<file path="src/rtl/core/ahfr_pkg.sv">
`default_nettype none

package ahfr_pkg;

   localparam int DEFAULT_MAX_FRAME_BYTES = 64;

   localparam logic [7:0] CRC_POLY = 8'h31;
   localparam logic [7:0] CRC_INIT = 8'hFF;
   localparam logic [7:0] CRC_MSB  = 8'h80;

   localparam logic [7:0] CHAR_COLON = 8'h3A;
   localparam logic [7:0] CHAR_LF    = 8'h0A;
   localparam logic [7:0] CHAR_CR    = 8'h0D;

   localparam logic [2:0] ST_OK       = 3'd0;
   localparam logic [2:0] ST_EMPTY    = 3'd1;
   localparam logic [2:0] ST_BAD_LEN  = 3'd2;
   localparam logic [2:0] ST_BAD_CRC  = 3'd3;
   localparam logic [2:0] ST_BAD_ADDR = 3'd4;
   localparam logic [2:0] ST_BAD_CMD  = 3'd5;

   localparam logic KIND_DATA   = 1'b0;
   localparam logic KIND_REPORT = 1'b1;

   localparam int CSR_INDEX_W = 2;
   localparam logic [CSR_INDEX_W-1:0] CSR_EXPECTED_LENGTH  = 2'd0;
   localparam logic [CSR_INDEX_W-1:0] CSR_OWN_ADDRESS      = 2'd1;
   localparam logic [CSR_INDEX_W-1:0] CSR_EXPECTED_COMMAND = 2'd2;

   localparam logic [6:0] EXPECTED_LENGTH_RESET  = 7'd4;
   localparam logic [7:0] OWN_ADDRESS_RESET      = 8'd0;
   localparam logic [7:0] EXPECTED_COMMAND_RESET = 8'd0;

   typedef struct packed {
      logic       valid;
      logic [3:0] value;
   } hex_digit_type;

   function automatic hex_digit_type hex_decode(input logic [7:0] c);
      hex_digit_type d;
      d.valid = 1'b1;
      d.value = 4'd0;
      if (c >= 8'h30 && c <= 8'h39) begin
         d.value = 4'(c - 8'h30);
      end else if (c >= 8'h61 && c <= 8'h66) begin
         d.value = 4'(c - 8'h57);
      end else if (c >= 8'h41 && c <= 8'h46) begin
         d.value = 4'(c - 8'h37);
      end else begin
         d.valid = 1'b0;
      end
      return d;
   endfunction

   function automatic logic [7:0] crc8_update(input logic [7:0] crc, input logic [7:0] b);
      logic [7:0] r;
      r = crc ^ b;
      for (int i = 0; i < 8; i++) begin
         if ((r & CRC_MSB) != 8'd0) begin
            r = {r[6:0], 1'b0} ^ CRC_POLY;
         end else begin
            r = {r[6:0], 1'b0};
         end
      end
      return r;
   endfunction

endpackage

`default_nettype wire

</file>
<file path="src/rtl/core/ahfr_rsp_buf.sv">
`default_nettype none

module ahfr_rsp_buf #(
   parameter int WIDTH = 8
) (
   input  wire logic             clock,
   input  wire logic             reset,
   input  wire logic             in_valid,
   input  wire logic [WIDTH-1:0] in_data,
   output logic                  in_full,
   output logic                  out_valid,
   output logic [WIDTH-1:0]      out_data,
   input  wire logic             out_stall
);

   logic             out_valid_ff, out_valid_in;
   logic [WIDTH-1:0] out_data_ff, out_data_in;
   logic             skid_valid_ff, skid_valid_in;
   logic [WIDTH-1:0] skid_data_ff, skid_data_in;
   logic             out_take;

   assign out_take = out_valid_ff & ~out_stall;

   always_comb begin
      out_valid_in  = out_valid_ff;
      out_data_in   = out_data_ff;
      skid_valid_in = skid_valid_ff;
      skid_data_in  = skid_data_ff;
      if (skid_valid_ff) begin
         if (out_take) begin
            out_data_in   = skid_data_ff;
            skid_valid_in = 1'b0;
         end
      end else if (in_valid) begin
         if (!out_valid_ff || out_take) begin
            out_data_in  = in_data;
            out_valid_in = 1'b1;
         end else begin
            skid_data_in  = in_data;
            skid_valid_in = 1'b1;
         end
      end else if (out_take) begin
         out_valid_in = 1'b0;
      end
   end

   always_ff @(posedge clock) begin
      if (reset) begin
         out_valid_ff  <= 1'b0;
         skid_valid_ff <= 1'b0;
      end else begin
         out_valid_ff  <= out_valid_in;
         skid_valid_ff <= skid_valid_in;
      end
      out_data_ff  <= out_data_in;
      skid_data_ff <= skid_data_in;
   end

   assign in_full   = skid_valid_ff;
   assign out_valid = out_valid_ff;
   assign out_data  = out_data_ff;

endmodule

`default_nettype wire

</file>
<file path="src/rtl/core/ascii_hex_frame_receiver_crc8_core.sv">
// ASCII hex frame receiver with CRC-8 check.
// req_ channel: one received character per word (req_rx_char), taken when
// req_valid is high and req_stall is low. ':' starts a frame, hex digit pairs
// become bytes, CR or LF closes the frame with a status report.
// rsp_ channel: a data word (item_kind 0, byte value and index) for every
// decoded byte up to MAX_FRAME_BYTES, a report word (item_kind 1, status,
// length, computed crc) for every terminator; other characters give no word.
// csr_ port: index 0 expected length, 1 own address, 2 expected command;
// csr_ready is always high; the user must write only while idle (unchecked).
// A result word is registered in the result buffer before it shows on rsp_.
// Throughput: one character per cycle while req_stall is low; the
// next-state and crc logic is a single registered pass from the accepted
// character to the frame state and result register.
// Stall: while rsp_stall holds, one further result is kept in a skid slot;
// req_stall then rises until the held result moves out.
// Reset: synchronous; clears the frame state, loads register defaults
// (length 4, address 0, command 0) and empties the result buffer.
`default_nettype none

module ascii_hex_frame_receiver_crc8_core #(
   parameter int MAX_FRAME_BYTES = ahfr_pkg::DEFAULT_MAX_FRAME_BYTES,
   localparam int LEN_W = $clog2(MAX_FRAME_BYTES + 1)
) (
   input  wire logic                             clock,
   input  wire logic                             reset,
   input  wire logic                             req_valid,
   output logic                                  req_stall,
   input  wire logic [7:0]                       req_rx_char,
   output logic                                  rsp_valid,
   input  wire logic                             rsp_stall,
   output logic                                  rsp_item_kind,
   output logic [7:0]                            rsp_byte_value,
   output logic [5:0]                            rsp_byte_index,
   output logic [2:0]                            rsp_frame_status,
   output logic [LEN_W-1:0]                      rsp_frame_length,
   output logic [7:0]                            rsp_computed_crc,
   input  wire logic                             csr_valid,
   output logic                                  csr_ready,
   input  wire logic [ahfr_pkg::CSR_INDEX_W-1:0] csr_index,
   input  wire logic [7:0]                       csr_data
);

   import ahfr_pkg::*;

   localparam int CNT_W = $clog2(MAX_FRAME_BYTES + 2);
   localparam int CMP_W = (CNT_W > 7) ? CNT_W : 7;
   localparam int RSP_W = 1 + 8 + 6 + 3 + LEN_W + 8;
   localparam logic [CNT_W-1:0] CNT_MAX  = CNT_W'(MAX_FRAME_BYTES);
   localparam logic [CNT_W-1:0] CNT_OVER = CNT_W'(MAX_FRAME_BYTES + 1);

   logic [6:0]       expected_length_ff;
   logic [7:0]       own_address_ff;
   logic [7:0]       expected_command_ff;

   logic [3:0]       pending_nibble_ff, pending_nibble_in;
   logic             nibble_waiting_ff, nibble_waiting_in;
   logic [CNT_W-1:0] byte_count_ff, byte_count_in;
   logic [7:0]       crc_running_ff, crc_running_in;
   logic [7:0]       crc_before_last_ff, crc_before_last_in;
   logic [7:0]       last_byte_ff, last_byte_in;
   logic [7:0]       address_byte_ff, address_byte_in;
   logic [7:0]       command_byte_ff, command_byte_in;

   logic             accept;
   hex_digit_type    digit;
   logic [7:0]       new_byte;
   logic [CMP_W-1:0] count_wide;
   logic             res_valid;
   logic             res_kind;
   logic [7:0]       res_value;
   logic [5:0]       res_index;
   logic [2:0]       res_status;
   logic [LEN_W-1:0] res_length;
   logic [7:0]       res_crc;
   logic [RSP_W-1:0] res_word;
   logic [RSP_W-1:0] rsp_word;
   logic             buf_full;

   assign accept     = req_valid & ~req_stall;
   assign digit      = hex_decode(req_rx_char);
   assign new_byte   = {pending_nibble_ff, digit.value};
   assign count_wide = CMP_W'(byte_count_ff);

   always_comb begin
      pending_nibble_in  = pending_nibble_ff;
      nibble_waiting_in  = nibble_waiting_ff;
      byte_count_in      = byte_count_ff;
      crc_running_in     = crc_running_ff;
      crc_before_last_in = crc_before_last_ff;
      last_byte_in       = last_byte_ff;
      address_byte_in    = address_byte_ff;
      command_byte_in    = command_byte_ff;
      res_valid  = 1'b0;
      res_kind   = KIND_DATA;
      res_value  = 8'd0;
      res_index  = 6'd0;
      res_status = ST_OK;
      res_length = '0;
      res_crc    = 8'd0;
      if (accept) begin
         if (req_rx_char == CHAR_COLON) begin
            pending_nibble_in  = 4'd0;
            nibble_waiting_in  = 1'b0;
            byte_count_in      = '0;
            crc_running_in     = CRC_INIT;
            crc_before_last_in = CRC_INIT;
            last_byte_in       = 8'd0;
            address_byte_in    = 8'd0;
            command_byte_in    = 8'd0;
         end else if (req_rx_char == CHAR_LF || req_rx_char == CHAR_CR) begin
            res_valid = 1'b1;
            res_kind  = KIND_REPORT;
            res_crc   = crc_before_last_ff;
            res_length = (byte_count_ff > CNT_MAX) ? LEN_W'(MAX_FRAME_BYTES)
                                                   : LEN_W'(byte_count_ff);
            priority if (byte_count_ff == '0 && !nibble_waiting_ff) begin
               res_status = ST_EMPTY;
            end else if (nibble_waiting_ff || byte_count_ff > CNT_MAX ||
                         count_wide != CMP_W'(expected_length_ff)) begin
               res_status = ST_BAD_LEN;
            end else if (last_byte_ff != crc_before_last_ff) begin
               res_status = ST_BAD_CRC;
            end else if (address_byte_ff != own_address_ff) begin
               res_status = ST_BAD_ADDR;
            end else if (command_byte_ff != expected_command_ff) begin
               res_status = ST_BAD_CMD;
            end else begin
               res_status = ST_OK;
            end
         end else if (digit.valid) begin
            if (!nibble_waiting_ff) begin
               pending_nibble_in = digit.value;
               nibble_waiting_in = 1'b1;
            end else begin
               pending_nibble_in = 4'd0;
               nibble_waiting_in = 1'b0;
               if (byte_count_ff >= CNT_MAX) begin
                  byte_count_in = CNT_OVER;
               end else begin
                  if (byte_count_ff == CNT_W'(0)) begin
                     address_byte_in = new_byte;
                  end
                  if (byte_count_ff == CNT_W'(1)) begin
                     command_byte_in = new_byte;
                  end
                  crc_before_last_in = crc_running_ff;
                  crc_running_in     = crc8_update(crc_running_ff, new_byte);
                  last_byte_in       = new_byte;
                  byte_count_in      = byte_count_ff + CNT_W'(1);
                  res_valid = 1'b1;
                  res_kind  = KIND_DATA;
                  res_value = new_byte;
                  res_index = count_wide[5:0];
               end
            end
         end
      end
   end

   always_ff @(posedge clock) begin
      if (reset) begin
         pending_nibble_ff  <= 4'd0;
         nibble_waiting_ff  <= 1'b0;
         byte_count_ff      <= '0;
         crc_running_ff     <= CRC_INIT;
         crc_before_last_ff <= CRC_INIT;
         last_byte_ff       <= 8'd0;
         address_byte_ff    <= 8'd0;
         command_byte_ff    <= 8'd0;
      end else begin
         pending_nibble_ff  <= pending_nibble_in;
         nibble_waiting_ff  <= nibble_waiting_in;
         byte_count_ff      <= byte_count_in;
         crc_running_ff     <= crc_running_in;
         crc_before_last_ff <= crc_before_last_in;
         last_byte_ff       <= last_byte_in;
         address_byte_ff    <= address_byte_in;
         command_byte_ff    <= command_byte_in;
      end
   end

   // register writes
   assign csr_ready = 1'b1;

   always_ff @(posedge clock) begin
      if (reset) begin
         expected_length_ff  <= EXPECTED_LENGTH_RESET;
         own_address_ff      <= OWN_ADDRESS_RESET;
         expected_command_ff <= EXPECTED_COMMAND_RESET;
      end else if (csr_valid && csr_ready) begin
         unique case (csr_index)
            CSR_EXPECTED_LENGTH:  expected_length_ff  <= csr_data[6:0];
            CSR_OWN_ADDRESS:      own_address_ff      <= csr_data;
            CSR_EXPECTED_COMMAND: expected_command_ff <= csr_data;
            default: begin
            end
         endcase
      end
   end

   assign res_word = {res_kind, res_value, res_index, res_status, res_length, res_crc};

   ahfr_rsp_buf #(
      .WIDTH(RSP_W)
   ) u_rsp_buf (
      .clock    (clock),
      .reset    (reset),
      .in_valid (res_valid),
      .in_data  (res_word),
      .in_full  (buf_full),
      .out_valid(rsp_valid),
      .out_data (rsp_word),
      .out_stall(rsp_stall)
   );

   assign req_stall = buf_full;
   assign {rsp_item_kind, rsp_byte_value, rsp_byte_index, rsp_frame_status,
           rsp_frame_length, rsp_computed_crc} = rsp_word;

   a_count_bounded : assert property (@(posedge clock) disable iff (reset)
      byte_count_ff <= CNT_OVER)
      else $error("byte count past overflow mark");

   a_colon_clears : assert property (@(posedge clock) disable iff (reset)
      accept && req_rx_char == CHAR_COLON |=> byte_count_ff == '0 && !nibble_waiting_ff)
      else $error("frame start did not clear accumulation");

   a_full_means_held : assert property (@(posedge clock) disable iff (reset)
      req_stall |-> rsp_valid)
      else $error("input stalled with no result on output");

   a_report_length : assert property (@(posedge clock) disable iff (reset)
      rsp_valid && rsp_item_kind == KIND_REPORT |->
         rsp_frame_length <= LEN_W'(MAX_FRAME_BYTES))
      else $error("reported length above frame limit");

endmodule

`default_nettype wire

</file>
<file path="config.mk">
export PLATFORM = sky130hd
export DESIGN_NAME = ascii_hex_frame_receiver_crc8_core
export DESIGN_NICKNAME = d
export VERILOG_FILES = /design/src/rtl/core/ahfr_pkg.sv /design/src/rtl/core/ahfr_rsp_buf.sv /design/src/rtl/core/ascii_hex_frame_receiver_crc8_core.sv
export SDC_FILE = /design/constraint.sdc
export NUM_CORES = 1
export LEC_CHECK = 0
export BUFFER_PORTS_ARGS = -buffer_cell sky130_fd_sc_hd__buf_4
export CORE_MARGIN = 2
export CORE_UTILIZATION = 45
export DETAILED_ROUTE_END_ITERATION = 6
export SLEW_MARGIN = 5
export SYNTH_ARGS = -nofsm -noshare
export SYNTH_HDL_FRONTEND = slang
export SYNTH_HIERARCHICAL = 1
export SYNTH_SLANG_ARGS = --single-unit
</file>
<file path="constraint.sdc">
create_clock -name clock -period 11.9 [get_ports clock]
set_input_delay 3.57 -clock clock [delete_from_list [all_inputs] [get_ports clock]]
set_output_delay 3.57 -clock clock [all_outputs]
set_load 0.01 [all_outputs]
</file>
# [Word level (Yosys, flattened, before mapping)]
# Index checks and enable logic that the tools add are counted.
# W data, S select, Z words.
[classes] add_sub_neg=4 n_lt_le_gt_ge=8 n_eq_ne=14 muxes=143 bitwise_logic=14 n_reduce_logical=30
[ops] cell="$mux W8" n=78
[ops] cell="$mux W33" n=4
[ops] cell="$mux W6" n=14
[ops] cell="$mux W7" n=9
[ops] cell="$mux W4" n=7
[ops] cell="$mux W3" n=8
[ops] cell="$ne A8 B8 Y1" n=3
[ops] cell="$not A3 Y3" n=8
[ops] cell="$mux W1" n=23
[ops] cell="$eq A8 B4 Y1 const B" n=2
[ops] cell="$ge A8 B7 Y1 const B" n=2
[ops] cell="$le A8 B7 Y1 const B" n=2
[ops] cell="$reduce_bool A2 Y1" n=7
[ops] cell="$reduce_and A3 Y1" n=4
[ops] cell="$reduce_and A6 Y1" n=2
[ops] cell="$eq A8 B6 Y1 const B" n=1
[ops] cell="$ge A8 B6 Y1 const B" n=1
[ops] cell="$le A8 B6 Y1 const B" n=1
[ops] cell="$sub A4 B3 Y4 const B" n=2
[ops] cell="$xor A8 B8 Y8" n=1
[ops] cell="$add A7 B1 Y7 const B" n=1
[ops] cell="$eq A7 B1 Y1 const B" n=1
[ops] cell="$ge A7 B7 Y1 const B" n=1
[ops] cell="$gt A7 B7 Y1 const B" n=1
[ops] cell="16 further kinds" n=30
[word_totals] ff_bits=143 elab_cells=228

# [Depth between registers and ports, before layout]
[depth] ltp_word=69 mapped_depth=10

# [Hierarchy]
# The synthesis kept the hierarchy.
[modules_own_cells] module="ascii_hex_frame_receiver_crc8_core" instances=1 cells_each=486 area_each_um2=4116.4 seq_area_each_um2=1501.4
[modules_own_cells] module="ahfr_rsp_buf" instances=1 cells_each=115 area_each_um2=2617.5 seq_area_each_um2=2021.9

# [Least setup slack after synthesis]
# OpenSTA, ideal clock, no wires.
[synth_timing] path_type="in2reg" from="input req_rx_char[3]" to="register u_rsp_buf.out_data_ff[0], in the netlist u_rsp_buf/out_data[0], enable pin" setup_ns=0.432 arrival_time_ns=6.563 required_time_ns=11.468 setup_slack_ns=4.905 stages=7 path_buffers=1 cell_sequence="buf_2 -> or4b_4 -> nor3_4 -> o21ai_1 -> a21oi_1 -> nand2b_1 -> a21boi_1"
[synth_via] elab_chain_cells=11 word_cells_on_any_way=22
[synth_rtl] element="from (decl)" line_no="ascii_hex_frame_receiver_crc8_core.sv:28" source="input wire logic [7:0] req_rx_char,"
[synth_rtl] element="$ge A8 B7 Y1 / $le A8 B7 Y1 (equally long branches)" line_no="ahfr_pkg.sv:47" source="end else if (c >= 8'h41 && c <= 8'h46) begin"
[synth_rtl] element="$logic_and A1 B1 Y1" line_no="ahfr_pkg.sv:47"
[synth_rtl] element="$mux W1" line_no="ahfr_pkg.sv:47"
[synth_rtl] element="$mux W1" line_no="ahfr_pkg.sv:45" source="end else if (c >= 8'h61 && c <= 8'h66) begin"
[synth_rtl] element="$mux W1" line_no="ahfr_pkg.sv:43" source="if (c >= 8'h30 && c <= 8'h39) begin"
[synth_rtl] element="$mux W1" line_no="ascii_hex_frame_receiver_crc8_core.sv:130" source="end else if (digit.valid) begin"
[synth_rtl] element="$mux W1" line_no="ascii_hex_frame_receiver_crc8_core.sv:110" source="end else if (req_rx_char == CHAR_LF || req_rx_char == CHAR_CR) begin"
[synth_rtl] element="$mux W1 *" line_no="ascii_hex_frame_receiver_crc8_core.sv:101" source="if (req_rx_char == CHAR_COLON) begin"
[synth_rtl] element="$mux W1 *" line_no="ascii_hex_frame_receiver_crc8_core.sv:100" source="if (accept) begin"
[synth_rtl] element="net res_valid" line_no="ascii_hex_frame_receiver_crc8_core.sv:68" source="logic res_valid;"
[synth_rtl] element="$reduce_bool A2 Y1 (no source line) *"
[synth_rtl] element="$reduce_and A3 Y1 (no source line) *"
[synth_rtl] element="to (signal assigned)" line_no="ahfr_rsp_buf.sv:55" source="out_data_ff <= out_data_in;"
[synth_rtl] element="to (decl)" line_no="ahfr_rsp_buf.sv:17" source="logic [WIDTH-1:0] out_data_ff, out_data_in;"
# The timed path passes the listed nets; every way through them passes the cells marked *.
# A chain may end at the register's enable or synchronous reset.

# [Worst setup path after layout]
[layout_timing] from="input req_rx_char[7]" to="register u_rsp_buf.out_data_ff[14], in the netlist u_rsp_buf/out_data[14], enable pin"
# The elaborated chain is that of the path after synthesis.

==> impl_metrics.env <==
export IMPL_p_int_w=0.0008427
export IMPL_tns_ns=0
export IMPL_worstSetupPathType="input pin to flop"
export IMPL_syn_to_final_growth_pct=16.54
export IMPL_stdcell_count=846
export IMPL_finalCriticalPeriod_ns=6.223
export IMPL_grt_antenna_before_repair=0
export IMPL_cts_resized_gates=0
export IMPL_finalSetupViolCount=0
export IMPL_yosys_warnings=6
export IMPL_placed_area_um2=7263
export IMPL_die_h_um=126.3
export IMPL_grt_max_degree=65
export IMPL_hold_class="flop to flop"
export IMPL_numCtsBuffers=17
export IMPL_worst_slew_pin_slew_ns=1.142
export IMPL_switching_share_pct=21.19
export IMPL_grt_overflow=0
export IMPL_synth_top_family_by_area="simple AND/OR/NAND/NOR gates"
export IMPL_ctsHoldBuffers=0
export IMPL_path_max_fanout=33
export IMPL_yosys_area_share_xor_xnor_pct=7.952
export IMPL_antenna_left=0
export IMPL_clock_power_share_pct=47.9
export IMPL_leakagePower_nw=3.231
export IMPL_start_kind="input pin"
export IMPL_layout_nets=679
export IMPL_grt_pass1_vias=4511
export IMPL_clkSinkCount=143
export IMPL_powerDensity_nw_per_um2=136.3
export IMPL_reg2reg_from="u_rsp_buf/in_full"
export IMPL_muxShareOfSynthArea_pct=11.07
export IMPL_grtUsageTotal_pct=19.33
export IMPL_drtPass1Iterations=5
export IMPL_insertion_delay_ns=0.42
export IMPL_h_tree_depth=4
export IMPL_synth_edf_count=66
export IMPL_critPathBufInv=1
export IMPL_final_layout_size_suffix_gt1_share_pct=21.90
export IMPL_fin_area_um2=7848
export IMPL_die_area_um2=15960
export IMPL_fmax_mhz=160.7
export IMPL_vias_per_cell=5.486
export IMPL_setup_ws_ns=5.677
export IMPL_drv_slew=0
export IMPL_synthArstFlopShare_pct=0
export IMPL_cp_slowest_stage_delay_ns=0.85
export IMPL_ys_seq_area_share_pct=52.32
export IMPL_hold_end="last_byte_ff[6]"
export IMPL_core_area_um2=14590
export IMPL_dp_hpwl_um=10430
export IMPL_required_ns=11.94
export IMPL_grt_pass1_wl_um=23940
export IMPL_worst_path_max_delay_cell="a21boi_4"
export IMPL_status="finished, final reports clean"
export IMPL_skew_ns=0.008039
export IMPL_p_sw_w=0.0002266
export IMPL_cp_arrival_ns=6.26
export IMPL_fin_crit_sh_pct=52.29
export IMPL_cts_root_buffer="clkbuf_16"
export IMPL_synth_compound_area_share_pct=8.937
export IMPL_initial_utilization_pct=46.16
export IMPL_netlist_area_um2=6734
export IMPL_drc=0
export IMPL_pre_cts_slack_ns=5.266
export IMPL_vdd_drop_max_mv=0.09500
export IMPL_yosysUniqueCellTypes=62
export IMPL_initialDrtViolationCount=272
export IMPL_p_comb_share_pct=3.9
export IMPL_io_pins=59
export IMPL_relSlewSlack_pct=23.71
export IMPL_crit_family="compound AO/OA/AOI/OAI gates"
export IMPL_cp_cell_sequence="buf_4 -> nor4bb_1 -> o21a_1 -> o21ai_1 -> a21oi_1 -> nand2b_1 -> a21boi_4"
export IMPL_synthFlopType="dfxtp_1"
export IMPL_wl_per_cell_um=17.39
export IMPL_r2r_cells=7
export IMPL_seqPwrFrac_pct=48.2
export IMPL_gp_congestion=0.9182
export IMPL_hold_viol_final=0
export IMPL_timing_rr_end="u_rsp_buf/out_data[14]"
export IMPL_num_antenna_cells=0
export IMPL_postCtsSetupRepairBufs=0
export IMPL_path_clk_slew_ns=0.06
export IMPL_synth_seq_cells=143
export IMPL_clockBufferDepth=2
export IMPL_dp_cells=814
export IMPL_synthAdderAreaFrac_pct=1.301
export IMPL_portBuffers=57
export IMPL_rsz0062_at_grt="false"
export IMPL_syn_num_nets=631
export IMPL_synth_cells=601
export IMPL_num_vias=4641
export IMPL_critPathCaptureType="flop"
export IMPL_rows=44
export IMPL_cts_tree="yes"
export IMPL_die_w_um=126.3
export IMPL_hold_path_startpoint="last_byte_ff[6]"
export IMPL_hold_path_depth=2
export IMPL_wl_um=14710
export IMPL_r2r_setup_slack_ns=9.09
export IMPL_synth_area_per_cell_um2=11.20
export IMPL_synth_simple_gate_area_share_pct=14.86
export IMPL_cap_violations=0
==> layer usage <==
| layer | part of all wire (%) | global-route usage (%) | wire length, µm |
|---|---|---|---|
| met1 | 44 | 25.28 | 6515 |
| met2 | 48 | 31.50 | 7089 |
| met3 | 5.5 | 4.471 | 807 |
| met4 | 2.0 | 7.111 | 298 |
| met5 | 0 | 0 | 0 |
==> cell usage after synthesis, types with 2 or more instances <==
cell	number	area (µm²)
nand4_1	4	25.02
nor3_1	20	100.1
dfxtp_1	77	1541
a31oi_1	3	18.77
or3_1	3	18.77
nor3_2	2	20.02
and3_1	8	50.05
xnor3_1	2	45.04
xor2_1	37	324.1
buf_12	3	60.06
ha_1	7	87.58
o21ai_0	14	70.07
mux2_2	8	90.09
mux2_4	27	405.4
and4_1	2	17.52
a211oi_1	8	60.06
o2111a_1	2	22.52
a22oi_1	13	97.59
and2_1	18	112.6
nor2b_1	2	12.51
buf_1	4	15.01
nor2_1	74	277.8
a21oi_1	25	125.1
o21a_1	2	15.01
nand2_1	25	93.84
nand2b_1	5	31.28
buf_2	5	25.02
mux2i_1	25	250.2
edfxtp_1	66	1982
xnor2_1	19	166.4
nor4_1	14	87.58
o31ai_1	3	22.52
clkbuf_1	20	75.07
inv_1	11	41.29
nand3_1	10	50.05
a21o_1	3	22.52
nand3b_1	3	22.52
o21ai_1	2	10.01
nor3b_1	2	15.01
==> sequential cells by signal, summed over array words and instances (netlist names), 8 cells and up <==
register / cells
last_byte_ff: 8
crc_running_ff: 8
u_rsp_buf/skid_data_ff: 33
command_byte_ff: 8
u_rsp_buf/out_data: 33
own_address_ff: 8
crc_before_last_ff: 8
address_byte_ff: 8
expected_command_ff: 8
==> power by group through the flow <==
stage          Combinational, W  Sequential, W  Clock [W]
4_1_cts               0.0000419       0.000516   0.000520
2_1_floorplan         0.0000271       0.000525          0
3_3_place_gp          0.0000409       0.000526          0
5_1_grt               0.0000461       0.000516   0.000540
3_5_place_dp          0.0000417       0.000526          0
6_report              0.0000418       0.000516   0.000512
==> per-stage QoR <==
| step | hold WS, ns | utilization (%) | power (W) |
|---|---|---|---|
| after floorplan | 0.4436 | - | 0.0005523 |
| after global placement | 0.4577 | 49.79 | 0.0005670 |
| after detailed placement | 0.4628 | 49.79 | 0.0005679 |
| after CTS | 0.4707 | 53.79 | 0.001077 |
| after global routing | 0.4873 | 53.79 | 0.001102 |
| final | 0.4722 | 53.79 | 0.001069 |
==> cells in the final DEF (no fill, tap or decap), types with 19 or more instances in the layout <==
master	instances
xor2_1	37
mux2i_1	25
buf_4	63
nor2_1	73
edfxtp_1	66
mux2_4	27
dfxtp_1	76
nor3_1	19
a21oi_1	25
xnor2_1	19
nand2_1	25
==> final cells by class <==
class / instances / area, µm²
tap: 184 / 230.2
multi-input combinational: 413 / 2994
clock buffer: 25 / 536.8
fill: 1281 / 6741
timing repair buffer: 63 / 473.0
inverter: 11 / 41.29
sequential: 143 / 3525
clock inverter: 7 / 47.55
==> cell families after synthesis <==
group | after synthesis
xor gates and xnor gates | 58
DFF | 143
AOI/OAI and AO/OA | 89
other | 1
buffers and inverters | 45
and+or+nand+nor | 198
adders and majority gates | 7
muxes | 60
==> how the worst max path moves through the flow <==
| stage | startpoint | endpoint | slack, ns | cells after the start |
|---|---|---|---|---|
| 4_1_cts | req_rx_char[7] | u_rsp_buf/out_data[14] | 5.68 | 7 |
| 5_1_grt | req_rx_char[7] | u_rsp_buf/out_data[4] | 5.41 | 7 |
| 6_report | req_rx_char[7] | u_rsp_buf/out_data[14] | 5.68 | 7 |
| 2_1_floorplan | req_rx_char[3] | u_rsp_buf/out_data[0] | 4.90 | 7 |
| 3_3_place_gp | req_rx_char[7] | u_rsp_buf/out_data[4] | 5.39 | 7 |
| 3_5_place_dp | req_rx_char[7] | u_rsp_buf/out_data[4] | 5.27 | 7 |
==> worst min-delay path, delay by kind of cell (launching register included) <==
kind / cells / cell delay, ns
DFF: 1 / 0.32
and+or+nand+nor: 1 / 0.06
AOI/OAI and AO/OA: 1 / 0.05
Power figures use the tool's default switching activity.
